--- src/rtl/mck_pkg.sv ---
// Shared widths, codes, letter table and controller/datapath signal groups for the keyer.
package mck_pkg;

    localparam int CharW   = 8;
    localparam int DurW    = 24;
    localparam int CfgIdxW = 2;

    localparam logic [CfgIdxW-1:0] RegDot     = 2'd0;
    localparam logic [CfgIdxW-1:0] RegDash    = 2'd1;
    localparam logic [CfgIdxW-1:0] RegWordGap = 2'd2;

    localparam logic [DurW-1:0] DotReset     = 24'd200000;
    localparam logic [DurW-1:0] DashReset    = 24'd600000;
    localparam logic [DurW-1:0] WordGapReset = 24'd1400000;

    localparam logic [CharW-1:0] CharSpace = 8'h20;
    localparam logic [CharW-1:0] CharLowA  = 8'h61;
    localparam logic [CharW-1:0] CharLowZ  = 8'h7A;

    // high nibble: symbol count, low nibble: symbols, first in highest used bit, 1 = dash
    localparam logic [7:0] LetterCode [26] = '{
        8'h21, 8'h48, 8'h4A, 8'h34, 8'h10, 8'h42, 8'h36, 8'h40, 8'h20, 8'h47, 8'h35,
        8'h44, 8'h23, 8'h22, 8'h37, 8'h46, 8'h4D, 8'h32, 8'h30, 8'h11, 8'h31, 8'h41,
        8'h33, 8'h49, 8'h4B, 8'h4C
    };

    // {count[2:0], symbols left-aligned to bit 3}
    function automatic logic [6:0] letter_lookup(input logic [4:0] idx);
        logic [7:0] code;
        logic [2:0] len;
        logic [3:0] bits;
        begin
            code = (idx < 5'd26) ? LetterCode[idx] : 8'h00;
            len  = code[6:4];
            bits = code[3:0] << (3'd4 - len);
            return {len, bits};
        end
    endfunction

    typedef struct packed {
        logic load;
        logic emit;
    } t_dp_cmd;

    typedef struct packed {
        logic coded;
        logic out_free;
        logic seg_last;
    } t_dp_status;

endpackage

--- src/rtl/mck_in_if.sv ---
// Character input channel.
interface mck_in_if;
    logic                       valid;
    logic                       ready;
    logic [mck_pkg::CharW-1:0]  character;

    modport source (output valid, output character, input ready);
    modport sink   (input valid, input character, output ready);
endinterface

--- src/rtl/mck_out_if.sv ---
// LED segment output channel.
interface mck_out_if;
    logic                      valid;
    logic                      ready;
    logic                      led_on;
    logic [mck_pkg::DurW-1:0]  duration_us;
    logic                      last_segment;

    modport source (output valid, output led_on, output duration_us, output last_segment,
                    input ready);
    modport sink   (input valid, input led_on, input duration_us, input last_segment,
                    output ready);
endinterface

--- src/rtl/mck_ctrl.sv ---
// Keyer controller: takes a character, then steps out its segments one beat at a time.
module mck_ctrl (
    input  logic                i_clk,
    input  logic                i_rst_n,
    input  logic                i_valid,
    output logic                o_ready,
    input  mck_pkg::t_dp_status i_status,
    output mck_pkg::t_dp_cmd    o_cmd
);
    import mck_pkg::*;

    localparam logic S_IDLE = 1'b0;
    localparam logic S_BUSY = 1'b1;

    logic r_state;
    logic n_state;

    assign o_ready    = (r_state == S_IDLE);
    assign o_cmd.load = (r_state == S_IDLE) && i_valid;
    assign o_cmd.emit = (r_state == S_BUSY) && i_status.out_free;

    always_comb begin
        n_state = r_state;
        unique case (r_state)
            S_IDLE: begin
                if (i_valid && i_status.coded) n_state = S_BUSY;
            end
            S_BUSY: begin
                if (i_status.out_free && i_status.seg_last) n_state = S_IDLE;
            end
            default: n_state = S_IDLE;
        endcase
    end

    always_ff @(posedge i_clk) begin
        if (!i_rst_n) begin
            r_state <= S_IDLE;
        end else begin
            r_state <= n_state;
        end
    end

endmodule

--- src/rtl/mck_datapath.sv ---
// Keyer datapath: timing registers, letter pattern, step counter and output register.
module mck_datapath (
    input  logic                         i_clk,
    input  logic                         i_rst_n,
    input  logic                         i_cfg_we,
    input  logic [mck_pkg::CfgIdxW-1:0]  i_cfg_idx,
    input  logic [mck_pkg::DurW-1:0]     i_cfg_data,
    input  logic [mck_pkg::CharW-1:0]    i_character,
    input  mck_pkg::t_dp_cmd             i_cmd,
    output mck_pkg::t_dp_status          o_status,
    output logic                         o_valid,
    input  logic                         i_ready,
    output logic                         o_led_on,
    output logic [mck_pkg::DurW-1:0]     o_duration_us,
    output logic                         o_last_segment
);
    import mck_pkg::*;

    logic [DurW-1:0] r_dot;
    logic [DurW-1:0] r_dash;
    logic [DurW-1:0] r_word_gap;

    logic            r_space;
    logic [2:0]      r_len;
    logic [3:0]      r_bits;
    logic [3:0]      r_step;

    logic            r_out_valid;
    logic            r_out_led;
    logic [DurW-1:0] r_out_dur;
    logic            r_out_last;

    logic            is_space;
    logic            is_letter;
    logic [CharW-1:0] ch_off;
    logic [6:0]      lut;
    logic            closing;
    logic            sym_dash;
    logic            seg_led;
    logic [DurW-1:0] seg_dur;
    logic            seg_last;

    assign is_space  = (i_character == CharSpace);
    assign is_letter = (i_character >= CharLowA) && (i_character <= CharLowZ);
    assign ch_off    = i_character - CharLowA;
    assign lut       = letter_lookup(ch_off[4:0]);

    // even steps are marks, odd steps the dot gap after them; step 2*len closes the letter
    assign closing  = !r_step[0] && (r_step[3:1] == r_len);
    assign sym_dash = r_bits[2'd3 - r_step[2:1]];
    assign seg_last = r_space || closing;

    always_comb begin
        priority if (r_space) begin
            seg_led = 1'b0;
            seg_dur = r_word_gap;
        end else if (closing) begin
            seg_led = 1'b0;
            seg_dur = r_dash;
        end else if (!r_step[0]) begin
            seg_led = 1'b1;
            seg_dur = sym_dash ? r_dash : r_dot;
        end else begin
            seg_led = 1'b0;
            seg_dur = r_dot;
        end
    end

    assign o_status.coded    = is_space || is_letter;
    assign o_status.out_free = !r_out_valid || i_ready;
    assign o_status.seg_last = seg_last;

    assign o_valid        = r_out_valid;
    assign o_led_on       = r_out_led;
    assign o_duration_us  = r_out_dur;
    assign o_last_segment = r_out_last;

    always_ff @(posedge i_clk) begin
        if (!i_rst_n) begin
            r_dot      <= DotReset;
            r_dash     <= DashReset;
            r_word_gap <= WordGapReset;
        end else if (i_cfg_we) begin
            unique case (i_cfg_idx)
                RegDot:     r_dot      <= i_cfg_data;
                RegDash:    r_dash     <= i_cfg_data;
                RegWordGap: r_word_gap <= i_cfg_data;
                default:    ;
            endcase
        end
    end

    always_ff @(posedge i_clk) begin
        if (i_cmd.load) begin
            r_space <= is_space;
            r_len   <= lut[6:4];
            r_bits  <= lut[3:0];
            r_step  <= 4'd0;
        end else if (i_cmd.emit) begin
            r_step  <= r_step + 4'd1;
        end
    end

    always_ff @(posedge i_clk) begin
        if (!i_rst_n) begin
            r_out_valid <= 1'b0;
        end else if (i_cmd.emit) begin
            r_out_valid <= 1'b1;
        end else if (i_ready) begin
            r_out_valid <= 1'b0;
        end
    end

    always_ff @(posedge i_clk) begin
        if (i_cmd.emit) begin
            r_out_led  <= seg_led;
            r_out_dur  <= seg_dur;
            r_out_last <= seg_last;
        end
    end

endmodule

--- src/rtl/morse_code_keyer_core.sv ---
// Morse keyer: one character in, up to nine LED segments out, one segment per cycle unless
// the output stalls. A character that is taken is loaded into the pattern registers, and
// each segment goes through the single output register. A new character is taken only while
// idle, after the last segment of the one before; an uncoded character is taken and dropped.
// Reset (synchronous, active low) restores the three timing registers and empties the output.
module morse_code_keyer_core (
    input  logic                         i_clk,
    input  logic                         i_rst_n,
    mck_in_if.sink                       i_char_ch,
    mck_out_if.source                    o_seg_ch,
    input  logic                         i_cfg_we,
    input  logic [mck_pkg::CfgIdxW-1:0]  i_cfg_idx,
    input  logic [mck_pkg::DurW-1:0]     i_cfg_data
);
    import mck_pkg::*;

    t_dp_cmd    cmd;
    t_dp_status status;

    mck_ctrl u_ctrl (
        .i_clk    (i_clk),
        .i_rst_n  (i_rst_n),
        .i_valid  (i_char_ch.valid),
        .o_ready  (i_char_ch.ready),
        .i_status (status),
        .o_cmd    (cmd)
    );

    mck_datapath u_dp (
        .i_clk          (i_clk),
        .i_rst_n        (i_rst_n),
        .i_cfg_we       (i_cfg_we),
        .i_cfg_idx      (i_cfg_idx),
        .i_cfg_data     (i_cfg_data),
        .i_character    (i_char_ch.character),
        .i_cmd          (cmd),
        .o_status       (status),
        .o_valid        (o_seg_ch.valid),
        .i_ready        (o_seg_ch.ready),
        .o_led_on       (o_seg_ch.led_on),
        .o_duration_us  (o_seg_ch.duration_us),
        .o_last_segment (o_seg_ch.last_segment)
    );

endmodule

--- src/flat_wrapper.sv ---
// flat-port wrapper written by rule: the top's interface ports become plain ports
module morse_code_keyer_core_flat import mck_pkg::*;
  (i_clk, i_rst_n, i_cfg_we, i_cfg_idx, i_cfg_data, i_char_ch_valid, i_char_ch_character, i_char_ch_ready, o_seg_ch_valid, o_seg_ch_led_on, o_seg_ch_duration_us, o_seg_ch_last_segment, o_seg_ch_ready);
  mck_in_if i_char_ch_i ();
  mck_out_if o_seg_ch_i ();
  input  logic i_clk;
  input  logic i_rst_n;
  input  logic i_cfg_we;
  input  logic [mck_pkg::CfgIdxW-1:0] i_cfg_idx;
  input  logic [mck_pkg::DurW-1:0] i_cfg_data;
  input wire logic [$bits(i_char_ch_i.valid)-1:0] i_char_ch_valid;
  input wire logic [$bits(i_char_ch_i.character)-1:0] i_char_ch_character;
  output wire logic [$bits(i_char_ch_i.ready)-1:0] i_char_ch_ready;
  output wire logic [$bits(o_seg_ch_i.valid)-1:0] o_seg_ch_valid;
  output wire logic [$bits(o_seg_ch_i.led_on)-1:0] o_seg_ch_led_on;
  output wire logic [$bits(o_seg_ch_i.duration_us)-1:0] o_seg_ch_duration_us;
  output wire logic [$bits(o_seg_ch_i.last_segment)-1:0] o_seg_ch_last_segment;
  input wire logic [$bits(o_seg_ch_i.ready)-1:0] o_seg_ch_ready;
  assign i_char_ch_i.valid = i_char_ch_valid;
  assign i_char_ch_i.character = i_char_ch_character;
  assign i_char_ch_ready = i_char_ch_i.ready;
  assign o_seg_ch_valid = o_seg_ch_i.valid;
  assign o_seg_ch_led_on = o_seg_ch_i.led_on;
  assign o_seg_ch_duration_us = o_seg_ch_i.duration_us;
  assign o_seg_ch_last_segment = o_seg_ch_i.last_segment;
  assign o_seg_ch_i.ready = o_seg_ch_ready;
  morse_code_keyer_core u_core (.i_clk(i_clk), .i_rst_n(i_rst_n), .i_char_ch(i_char_ch_i), .o_seg_ch(o_seg_ch_i), .i_cfg_we(i_cfg_we), .i_cfg_idx(i_cfg_idx), .i_cfg_data(i_cfg_data));
endmodule
--- config.mk ---
export PLATFORM = sky130hd
export DESIGN_NAME = morse_code_keyer_core_flat
export DESIGN_NICKNAME = d
export VERILOG_FILES = /design/src/rtl/mck_pkg.sv /design/src/rtl/mck_in_if.sv /design/src/rtl/mck_out_if.sv /design/src/rtl/mck_ctrl.sv /design/src/rtl/mck_datapath.sv /design/src/rtl/morse_code_keyer_core.sv /design/src/flat_wrapper.sv
export SDC_FILE = /design/constraint.sdc
export NUM_CORES = 1
export LEC_CHECK = 0
export ABC_AREA = 1
export BUFFER_PORTS_ARGS = -buffer_cell sky130_fd_sc_hd__buf_2
export CORE_MARGIN = 4
export CORE_UTILIZATION = 57
export CTS_BUF_LIST = sky130_fd_sc_hd__clkbuf_8 sky130_fd_sc_hd__clkbuf_16
export DETAILED_ROUTE_END_ITERATION = 10
export GPL_TIMING_DRIVEN = 0
export PLACE_DENSITY_LB_ADDON = 0.15
export SLEW_MARGIN = 20
export SYNTH_ARGS = -nofsm -noshare
export SYNTH_HDL_FRONTEND = slang
export SYNTH_SLANG_ARGS = --single-unit
--- constraint.sdc ---
create_clock -name i_clk -period 3.75 [get_ports i_clk]
set_clock_uncertainty 0.2 [all_clocks]
set_input_delay 0.75 -clock i_clk [delete_from_list [all_inputs] [get_ports i_clk]]
set_output_delay 0.75 -clock i_clk [all_outputs]
set_load 0.005 [all_outputs]
==> metrics.md, run 1 <==
| Metric | Value |
|---|---|
| Sequential share of power | 0.550 |
| Hold Vio Cnt, Final | 0 |
| Met1 usage in global routing | 0.317 |
| Max Freq | approximately 330 MHz |
| Hold Crit Class | register to register |
| Post-Syn Area | a little over 5000 sq um |
| Post-cts sizing count | 0 |
| DRC | 0 |
| CP endpoint | u_core.u_dp.r_bits[2] |
| Busiest grt layer | met2 |
| Setup crit start kind | input pin |
| Htree depth | 3 |
| Die Area | roughly 10000 sq um |
| Number of global-route vias before repair | approximately 4.6k |
| Largest net degree at the start of global routing | 20 |
| Routed vias | 4798 |
| Clock power share | 0.280 |
| Finish-stage setup viols | 0 |
| Synth warn | 0 |
| Critical path type | input pin to register |
| Die H | around 100 microns |
| Fin crit share | 0.800 |
| CTS buffer count | 9 |
| Post-route minimum period | around 3 ns |
| Fin Setup TNS | 0 ns |
| Lkg Pwr | between 2 and 3 nW |
| Netlist cell types | 27 |
| Status | completed |
| Syn Area/Cell | 7.65 sq um |
| Number of synthesized register bits | ~110 |
| CTS root buf | clkbuf_8 |
| Req. time, crit path | 3.69 ns |
| Sw frac | 0.301 |
| Area growth, synth to finish | 13.2% |
| Layout cell share with drive strength beyond 1 | 0.142 |
| Max cap viols | 0 |
| R2R Setup Slk | about 1.6 ns |
| Setup Buffers After CTS | 0 |
| Pint | between 0.0015 and 0.002 W |
| Combinational power share | 0.170 |
| Met2 usage in global routing | 0.448 |
| Mapped Cells | 663 |
| Placement-stage cell area | 5570 sq um |
| Nets | roughly 790 |
| Worst-Skew Late Latency | 0.37 ns |
| R2r worst-path depth | 10 |
| Worst-path clk slew | ~0.11 ns |
| Inst Count DP | between 800 and 900 |
| Crit path capture type | register |
| Post-route cell area | 5750 sq um |
| CTS Sinks | 112 |
| Total inserted antenna cells | 0 |
| Max-slew violations | 0 |
| Overflow after GRT | 0 |
| Gr usage total | 0.262 |
| PwrDens | around 420 nW/um^2 |
| Seq/Total Area, Yosys | 0.509 |
| Via-to-Cell Ratio | 5.63 |
| Crit Path Max Fanout | 9 |
| First-pass GRT wire length | approximately 21 mm |
| CTS hold repair buffers | 0 |
| Post-Route WL | ~13 mm |
| M3 GR Usage | 0.0423 |
| Least-Margin Pin Slew | just over 0.8 ns |
| CTS tree | done |
| Slew HR | 0.456 |
| First-pass iteration count of the detailed router | 5 |
| FP Rows | 34 |
| VDD IR max | about 0.23 mV |
| Remaining antenna violation count | 0 |
| Routability Congestion | between 0.8 and 0.9 |
| Post-synth net total | ~700 |
| Unrepaired setup endpoints after global routing | false |
| Initial Utilization | 0.585 |
| IO Pins | 67 |
| Critical Path Start | i_char_ch_character[0] |
| 1st-iter DRT viols | 324 |
| # port buffers | 65 |
| DPL Wire Length | 9.51 mm |
| Psw | ~0.00073 W |
| Initial antenna violation count | 0 |
| Reg2reg start | u_core.u_dp.r_step[1] |
| Final cell count without fillers | approximately 850 |
| Worst reg2reg endpoint | u_core.u_dp.o_duration_us[2] |
| Post-DR wirelength/cell | roughly 15 microns |
| Crit path DAT | 2.94 ns |
| Die X | between 100 and 150 microns |
| CTS Buffer Depth | 2 |
| CORE AREA | approximately 8700 sq um |
-- cell usage after synthesis --
library cell / count / area (sq um)
or2_1: 1 / 6.26
buf_6: 1 / 11.3
dfxtp_1: 78 / 1560
nor3_1: 4 / 20.0
nor2_1: 99 / 372
nand2_2: 9 / 56.3
clkbuf_1: 23 / 86.3
nand3_1: 72 / 360
ha_1: 8 / 100
nand2_1: 140 / 526
nand3_4: 1 / 17.5
a21oi_1: 50 / 250
buf_2: 6 / 30.0
inv_2: 2 / 7.51
inv_1: 49 / 184
a32oi_1: 1 / 8.76
o21ai_2: 2 / 17.5
nor2_2: 3 / 18.8
a31oi_1: 9 / 56.3
clkinv_1: 1 / 3.75
buf_1: 2 / 7.51
edfxtp_1: 34 / 1020
nor4_1: 2 / 12.5
xor2_1: 1 / 8.76
nand4_1: 1 / 6.26
o21ai_0: 61 / 305
o22ai_1: 3 / 18.8
-- power groups by stage --
stage	logic [W]	clock network, W	registers [W]
floorplan	0.000278	0	0.00136
global placement	0.000397	0	0.00136
detailed placement	0.000411	0	0.00137
CTS	0.000412	0.000685	0.00134
global route	0.000471	0.000736	0.00134
finish	0.000414	0.000682	0.00134
-- sequential cells by signal, indices dropped and copies added, names as in the netlist, 3 cells and up --
name,cells
u_core.u_dp.r_dot,24
u_core.u_dp.r_step,4
u_core.u_dp.r_len,3
u_core.u_dp.r_dash,24
u_core.u_dp.r_bits,4
u_core.u_dp.o_duration_us,24
u_core.u_dp.r_word_gap,24
-- critical path, stage by stage --
cell and delay [ns]:
buf_2 0.13, inv_1 0.22, ha_1 0.31, inv_1 0.08
nand2_1 0.13, nand3_1 0.15, nor2_1 0.11, nand2_1 0.08
nand2_1 0.07, inv_1 0.03, a32oi_1 0.24, ha_1 0.32
inv_1 0.09, o21ai_0 0.08, nor2_1 0.10, nor2_1 0.05
-- through the flow --
stage | power, W | hold slack [ns] | util | worst slack (ns)
detailed placement | 0.00178 | 0.243 | 0.642 | 0.350
finish | 0.00243 | 0.261 | 0.662 | 0.749
global route | 0.00255 | 0.288 | 0.662 | 0.437
CTS | 0.00244 | 0.260 | 0.662 | 0.755
floorplan | 0.00164 | 0.229 | - | 0.661
global placement | 0.00176 | 0.238 | 0.638 | -0.308
-- placed cells by master, fill, tap and decap left out, drive strengths merged --
cell / Yosys / routed
nand2: 149 / 149
nor2: 102 / 102
dfxtp: 78 / 78
buf: 9 / 75
nand3: 73 / 73
o21ai: 63 / 63
inv: 51 / 54
a21oi: 50 / 50
edfxtp: 34 / 34
clkbuf: 23 / 32
a31oi: 9 / 9
ha: 8 / 8
nor3: 4 / 4
o22ai: 3 / 3
clkinv: 1 / 3
nor4: 2 / 2
xor2: 1 / 1
or2: 1 / 1
a32oi: 1 / 1
nand4: 1 / 1
clkinvlp: 0 / 1
-- cells by family (layout without fill, tap and decap cells) --
family	Yosys count	in the layout	share of synthesized area
AND/OR/NAND/NOR	332	332	0.275
AO/OA/AOI/OAI	126	126	0.129
flip-flops	112	112	0.509
XOR/XNOR	1	1	0.00173
buffers and inverters	84	165	0.0651
adder cells (fa/ha/maj)	8	8	0.0197
-- area by class of cell --
type	instances	area, sq um
buffer	32	135
timing repair buffer	66	353
fill	763	2930
sequential	112	2580
multi-input combinational	467	2170
clock buffer	9	124
clock inverter	6	52.6
tap	108	135
inverter	52	195
-- per-layer routing --
metal,share of wire,vias to the layer above
li1,-,2340
met1,0.40,2260
met2,0.50,161
met3,0.063,37
met4,0.036,0
met5,0,-
-- how the worst min path moves through the flow --
| stage | start | end | depth (start not counted) |
|---|---|---|---|
| 2_1_floorplan | u_core.u_dp.r_dash[13] | u_core.u_dp.r_dash[13] | 2 |
| 3_3_place_gp | u_core.u_dp.r_dash[8] | u_core.u_dp.r_dash[8] | 2 |
| 3_5_place_dp | u_core.u_dp.r_dash[8] | u_core.u_dp.r_dash[8] | 2 |
| 4_1_cts | u_core.u_dp.r_word_gap[8] | u_core.u_dp.r_word_gap[8] | 2 |
| 5_1_grt | u_core.u_dp.r_word_gap[8] | u_core.u_dp.r_word_gap[8] | 2 |
| 6_report | u_core.u_dp.r_word_gap[8] | u_core.u_dp.r_word_gap[8] | 2 |
Power figures use the tool's default switching activity.
==> run 2: changes to the inputs <==
Clock period 3.75 ns to 3 ns, I/O delays scaled along.
==> metrics.md, run 2 (same netlist as run 1, synthesis figures left out) <==
| Metric | Value |
|---|---|
| Req. time, crit path | 2.94 ns |
| Post-route minimum period | roughly 2.7 ns |
| Crit Path Max Fanout | 5 |
| CTS tree | done |
| Htree depth | 3 |
| Tot Pwr | a little over 0.003 W |
| Slew HR | 0.437 |
| Initial Utilization | 0.585 |
| PwrDens | around 530 nW/um^2 |
| Fill cells | about 760 |
| Critical path type | input pin to register |
| Worst-Skew Late Latency | 0.37 ns |
| PnR worst setup slack | about 0.27 ns |
| Reg2reg start | u_core.u_dp.r_step[1] |
| Hold Crit Class | input pin to register |
| Critical Path Start | i_char_ch_character[1] |
| # port buffers | 65 |
| R2R Setup Slk | slightly above 0.8 ns |
| Max cap viols | 0 |
| Hold Vio Cnt, Final | 0 |
| Die Area | about 10000 sq um |
| Die H | 102 microns |
| Post-DR wirelength/cell | 15.4 microns |
| Finish-stage setup viols | 0 |
| Lkg Pwr | 2.63 nW |
| Most common cell after layout, fill and taps aside | nand2_1 |
| Remaining antenna violation count | 0 |
| DRC | 0 |
| Most frequent cells in the layout | nand2_1, nor2_1, dfxtp_1 |
| Worst-path clk slew | roughly 0.11 ns |
| Nets | 790 |
| Initial antenna violation count | 0 |
| Max Freq | between 300 and 400 MHz |
| First-pass GRT wire length | 21.5 mm |
| Largest net degree at the start of global routing | 20 |
| Routability Congestion | slightly below 0.9 |
| Post-Route WL | 13.2 mm |
| Setup crit start kind | input pin |
| Crit path capture type | register |
| First-pass iteration count of the detailed router | 5 |
| Area growth, synth to finish | 13.9% |
| FP Rows | 34 |
| Fin crit share | 0.910 |
| Worst reg2reg endpoint | u_core.u_dp.o_duration_us[2] |
| IO Pins | 67 |
| Layout Utilization | 0.666 |
| Overflow after GRT | 0 |
| DPL Wire Length | between 9 and 10 mm |
| VDD IR max | just under 0.3 mV |
| CTS buffer count | 9 |
| Final cell count without fillers | roughly 860 |
| Pre-CTS setup slack | -0.250 ns |
| CTS Sinks | around 110 |
| 1st-iter DRT viols | between 300 and 400 |
| Max-slew violations | 0 |
| Status | completed |
| CTS root buf | clkbuf_8 |
| Die X | between 100 and 150 microns |
| Number of global-route vias before repair | 4586 |
| Inst Count DP | 837 |
| R2r worst-path depth | 10 |
| CTS Buffer Depth | 2 |
| Gr usage total | 0.262 |
| Least-Margin Pin Slew | between 0.8 and 0.9 ns |
| Layout cell share with drive strength beyond 1 | 0.150 |
| Crit path DAT | between 2 and 3 ns |
| Routed vias | around 4.8k |
| Via-to-Cell Ratio | approximately 5.7 |
| CTS hold repair buffers | 0 |
| CORE AREA | roughly 8700 sq um |
| Hold path startpoint | i_cfg_data[16] |
| Total inserted antenna cells | 0 |
| CP endpoint | u_core.u_dp.r_bits[2] |
==> run 2: per-stage QoR <==
step	cell area (sq um)	TNS, ns	hold slack [ns]
6_report	5780	0	0.256
4_1_cts	5750	0	0.247
2_1_floorplan	5070	0	0.229
3_5_place_dp	5570	-0.768	0.243
5_1_grt	5780	-0.00298	0.253
3_3_place_gp	5530	-11.36	0.238
==> run 2: layout make-up <==
class                   instances  area (sq um)  share of cell area
well taps                     108           135              0.0234
clock inverters                 6          52.6             0.00910
repair buffers                 69           375              0.0650
inverters                      52           199              0.0344
plain buffers                  32           135              0.0234
clock buffers                   9           124              0.0214
multi-input cells             467          2170               0.376
flip-flops and latches        112          2580               0.447
==> run 2: power breakdown <==
| part | internal, W | switching, W |
|---|---|---|
| Combinational | 0.000173 | 0.000350 |
| Clock | 0.000313 | 0.000533 |
| Sequential | 0.00164 | 0.0000278 |
| Total | 0.00213 | 0.000911 |
==> run 2: how the worst min path moves through the flow <==
stage / cells past startpoint / to
floorplan: 2 / u_core.u_dp.r_dash[13]
global placement: 2 / u_core.u_dp.r_dash[8]
detailed placement: 2 / u_core.u_dp.r_dash[8]
CTS: 3 / u_core.u_dp.r_word_gap[10]
global route: 3 / u_core.u_dp.r_word_gap[16]
finish: 3 / u_core.u_dp.r_word_gap[16]
==> run 2: critical path, stage by stage <==
cell,delay [ns]
buf_2,0.13
inv_1,0.14
ha_2,0.26
inv_1,0.07
nand2_1,0.13
nand3_1,0.15
nor2_1,0.11
nand2_1,0.08
nand2_1,0.07
inv_1,0.03
a32oi_1,0.24
ha_2,0.35
inv_1,0.09
o21ai_0,0.08
nor2_1,0.10
nor2_1,0.05
==> run 2: per-layer routing <==
layer	global-route usage	wire, microns
met1	0.317	5240
met2	0.448	6580
met3	0.0423	854
met4	0.139	497
met5	0	0
==> run 2: timing repair <==
action,in CTS,in global routing
setup endpoints to repair,0,4
resized for setup,0,3
endpoints found under the hold margin,0,0
buffers inserted,0,3
==> run 3: changes to the inputs <==
Settings changed: ABC_AREA 1 to unset, CORE_UTILIZATION 57 to 58.
==> metrics.md, run 3 <==
| Metric | Value |
|---|---|
| Critical Path Start | i_char_ch_character[0] |
| DRC | 0 |
| Total inserted antenna cells | 0 |
| 1st-iter DRT viols | 261 |
| Register area | 2580 sq um |
| DPL Wire Length | just over 9 mm |
| First-pass iteration count of the detailed router | 5 |
| Die H | 105 microns |
| CTS buffer count | 9 |
| Post-Syn Area | about 5400 sq um |
| Die Area | 11000 sq um |
| Layout Utilization | 0.679 |
| # port buffers | 64 |
| First-pass GRT wire length | between 20 and 25 mm |
| Crit path capture type | register |
| Seq/Total Area, Yosys | 0.476 |
| Synth top area cells | dfxtp_1, edfxtp_1, nand2_1 |
| Syn Area/Cell | between 9 and 10 sq um |
| VDD IR max | just under 0.3 mV |
| Post-synth net total | 638 |
| Hold Vio Cnt, Final | 0 |
| Synth top cells by count | nand2_1, dfxtp_1, a21boi_0 |
| Post-route minimum period | slightly below 3 ns |
| Max-slew violations | 0 |
| Lkg Pwr | ~2.4 nW |
| Finish-stage setup viols | 0 |
| Nets | 717 |
| Gr usage total | 0.244 |
| Most common cell after layout, fill and taps aside | nand2_1 |
| Status | completed |
| Worst-path clk slew | 0.13 ns |
| CTS tree | done |
| CTS Sinks | 112 |
| Number of global-route vias before repair | roughly 4.2k |
| CTS Buffer Depth | 2 |
| Critical path type | input pin to register |
| PwrDens | between 500 and 600 nW/um^2 |
| CTS hold repair buffers | 0 |
| Initial antenna violation count | 0 |
| Post-route cell area | about 6200 sq um |
| Netlist cell types | 61 |
| Req. time, crit path | around 2.9 ns |
| Overflow after GRT | 0 |
| Fin crit share | 0.962 |
| Synth warn | 0 |
| Unrepaired setup endpoints after global routing | false |
| Die X | roughly 100 microns |
| Share of the synthesized area in the top cell type | 0.288 |
| Number of synthesized register bits | between 100 and 150 |
| IO Pins | 67 |
| Least-Margin Pin Slew | 0.929 ns |
| FP Rows | 35 |
| Post-Route WL | 13.0 mm |
| Reg2reg start | u_core.u_dp.r_step[1] |
| Slew HR | 0.379 |
| Mapped Cells | between 500 and 600 |
| CP endpoint | u_core.u_dp.r_bits[2] |
| CTS root buf | clkbuf_8 |
| Layout cell share with drive strength beyond 1 | 0.184 |
| Hold Crit Class | input pin to register |
| Fill cells | 740 |
| Most frequent cells in the layout | nand2_1, dfxtp_1, buf_2 |
| Crit path DAT | around 2.8 ns |
| Max Freq | about 350 MHz |
| Area growth, synth to finish | 15.0% |
| R2r worst-path depth | 7 |
| CORE AREA | 9200 sq um |
| Dominant cell type by area after synthesis | dfxtp_1 |
| Via-to-Cell Ratio | 5.73 |
| PnR worst setup slack | roughly 0.11 ns |
| R2R Setup Slk | 0.43 ns |
| Placement-stage cell area | roughly 6000 sq um |
| Worst-Skew Late Latency | between 0.3 and 0.4 ns |
| Top FF cell, synth | dfxtp_1 |
| Area of the multi-input gates | approximately 2700 sq um |
| Routability Congestion | slightly below 0.9 |
| Post-synth EDFFs | 34 |
| Async S/R FF share, synth | 0 |
| Pre-CTS setup slack | -0.468 ns |
| Setup crit start kind | input pin |
| Htree depth | 3 |
| Initial Utilization | 0.590 |
| Post-DR wirelength/cell | 16.6 microns |
| Remaining antenna violation count | 0 |
| Crit Path Max Fanout | 10 |
| Largest net degree at the start of global routing | 28 |
| Cell with the most instances after synthesis | nand2_1 |
| Worst reg2reg endpoint | u_core.u_dp.o_duration_us[13] |
| Routed vias | 4500 |
| Max cap viols | 0 |
[run 3: cell types whose count changed after synthesis, sizes merged, moves of 6 or more]
cell and delta:
nor2 -87, a21boi +51, a31oi -6, inv -40, o21ai -33, nand2 +32, mux2i +32, a21oi -41
nand3 -47, clkbuf +8, xor2 +8
[run 3: area by class of cell]
class | count | share of cell area
clock buffers | 9 | 0.0198
multi-input cells | 428 | 0.429
clock inverters | 7 | 0.0146
flip-flops and latches | 112 | 0.413
repair buffers | 68 | 0.0601
well taps | 111 | 0.0222
plain buffers | 40 | 0.0322
inverters | 11 | 0.00861
[run 3: per-layer routing]
layer	share of wire	up-vias	global-route usage	routed length [microns]
met1	0.45	2119	0.343	5920
met5	0	-	0	0
met4	0.014	0	0.0759	177
li1	-	2174	-	-
met3	0.072	16	0.0327	945
met2	0.46	191	0.391	5990
[run 3: kinds of logic after synthesis]
group / count (synthesis) / share of synthesized area
AO/OA/AOI/OAI: 115 / 0.163
adder cells (fa/ha/maj): 9 / 0.0203
multiplexers: 38 / 0.0735
buffers and inverters: 51 / 0.0392
flip-flops: 112 / 0.476
AND/OR/NAND/NOR: 254 / 0.203
XOR/XNOR: 12 / 0.0256
[run 3: what timing repair did]
item	in CTS	in global routing
gates resized for setup	0	9
cloned	0	0
hold endpoints to repair	0	0
pin swaps	1	2
buffers inserted	2	1
setup endpoints to repair	1	4
[run 3: stage by stage]
stage               hold slack (ns)  TNS [ns]  std cells  power (W)
floorplan                     0.240   -0.0435        591    0.00208
global placement              0.248     -1.46        766    0.00223
detailed placement            0.255     -1.51        767    0.00224
CTS                           0.247         0        785    0.00315
global route                  0.249         0        786    0.00328
finish                        0.260         0        786    0.00315
[run 3: worst min path at each step]
stage / startpoint / end / slack [ns] / depth (start not counted)
final: i_cfg_data[10] / u_core.u_dp.r_word_gap[10] / 0.26 / 3
after global routing: i_cfg_data[14] / u_core.u_dp.r_word_gap[14] / 0.25 / 3
after CTS: i_cfg_data[10] / u_core.u_dp.r_word_gap[10] / 0.25 / 3
after detailed placement: u_core.u_dp.r_word_gap[11] / u_core.u_dp.r_word_gap[11] / 0.26 / 2
after global placement: u_core.u_dp.r_dot[8] / u_core.u_dp.r_dot[8] / 0.25 / 2
after floorplan: u_core.u_dp.r_dot[10] / u_core.u_dp.r_dot[10] / 0.24 / 2
[run 3: critical path, stage by stage]
cell	delay [ns]
buf_2	0.13
buf_6	0.15
inv_6	0.05
ha_4	0.15
buf_6	0.14
clkbuf_4	0.19
or3_1	0.39
a21oi_2	0.12
a31oi_1	0.05
o21ai_1	0.10
o21a_1	0.20
ha_4	0.24
inv_2	0.05
nor3b_1	0.04
a21oi_1	0.15
nor2_1	0.07
[run 3: report_power, final]
part           switching, W  internal, W  leakage, nW  total [W]
sequential        0.0000290      0.00163        0.959    0.00166
combinational      0.000326     0.000242         1.38   0.000568
clock              0.000583     0.000342        0.106   0.000925
total              0.000938      0.00221         2.45    0.00315
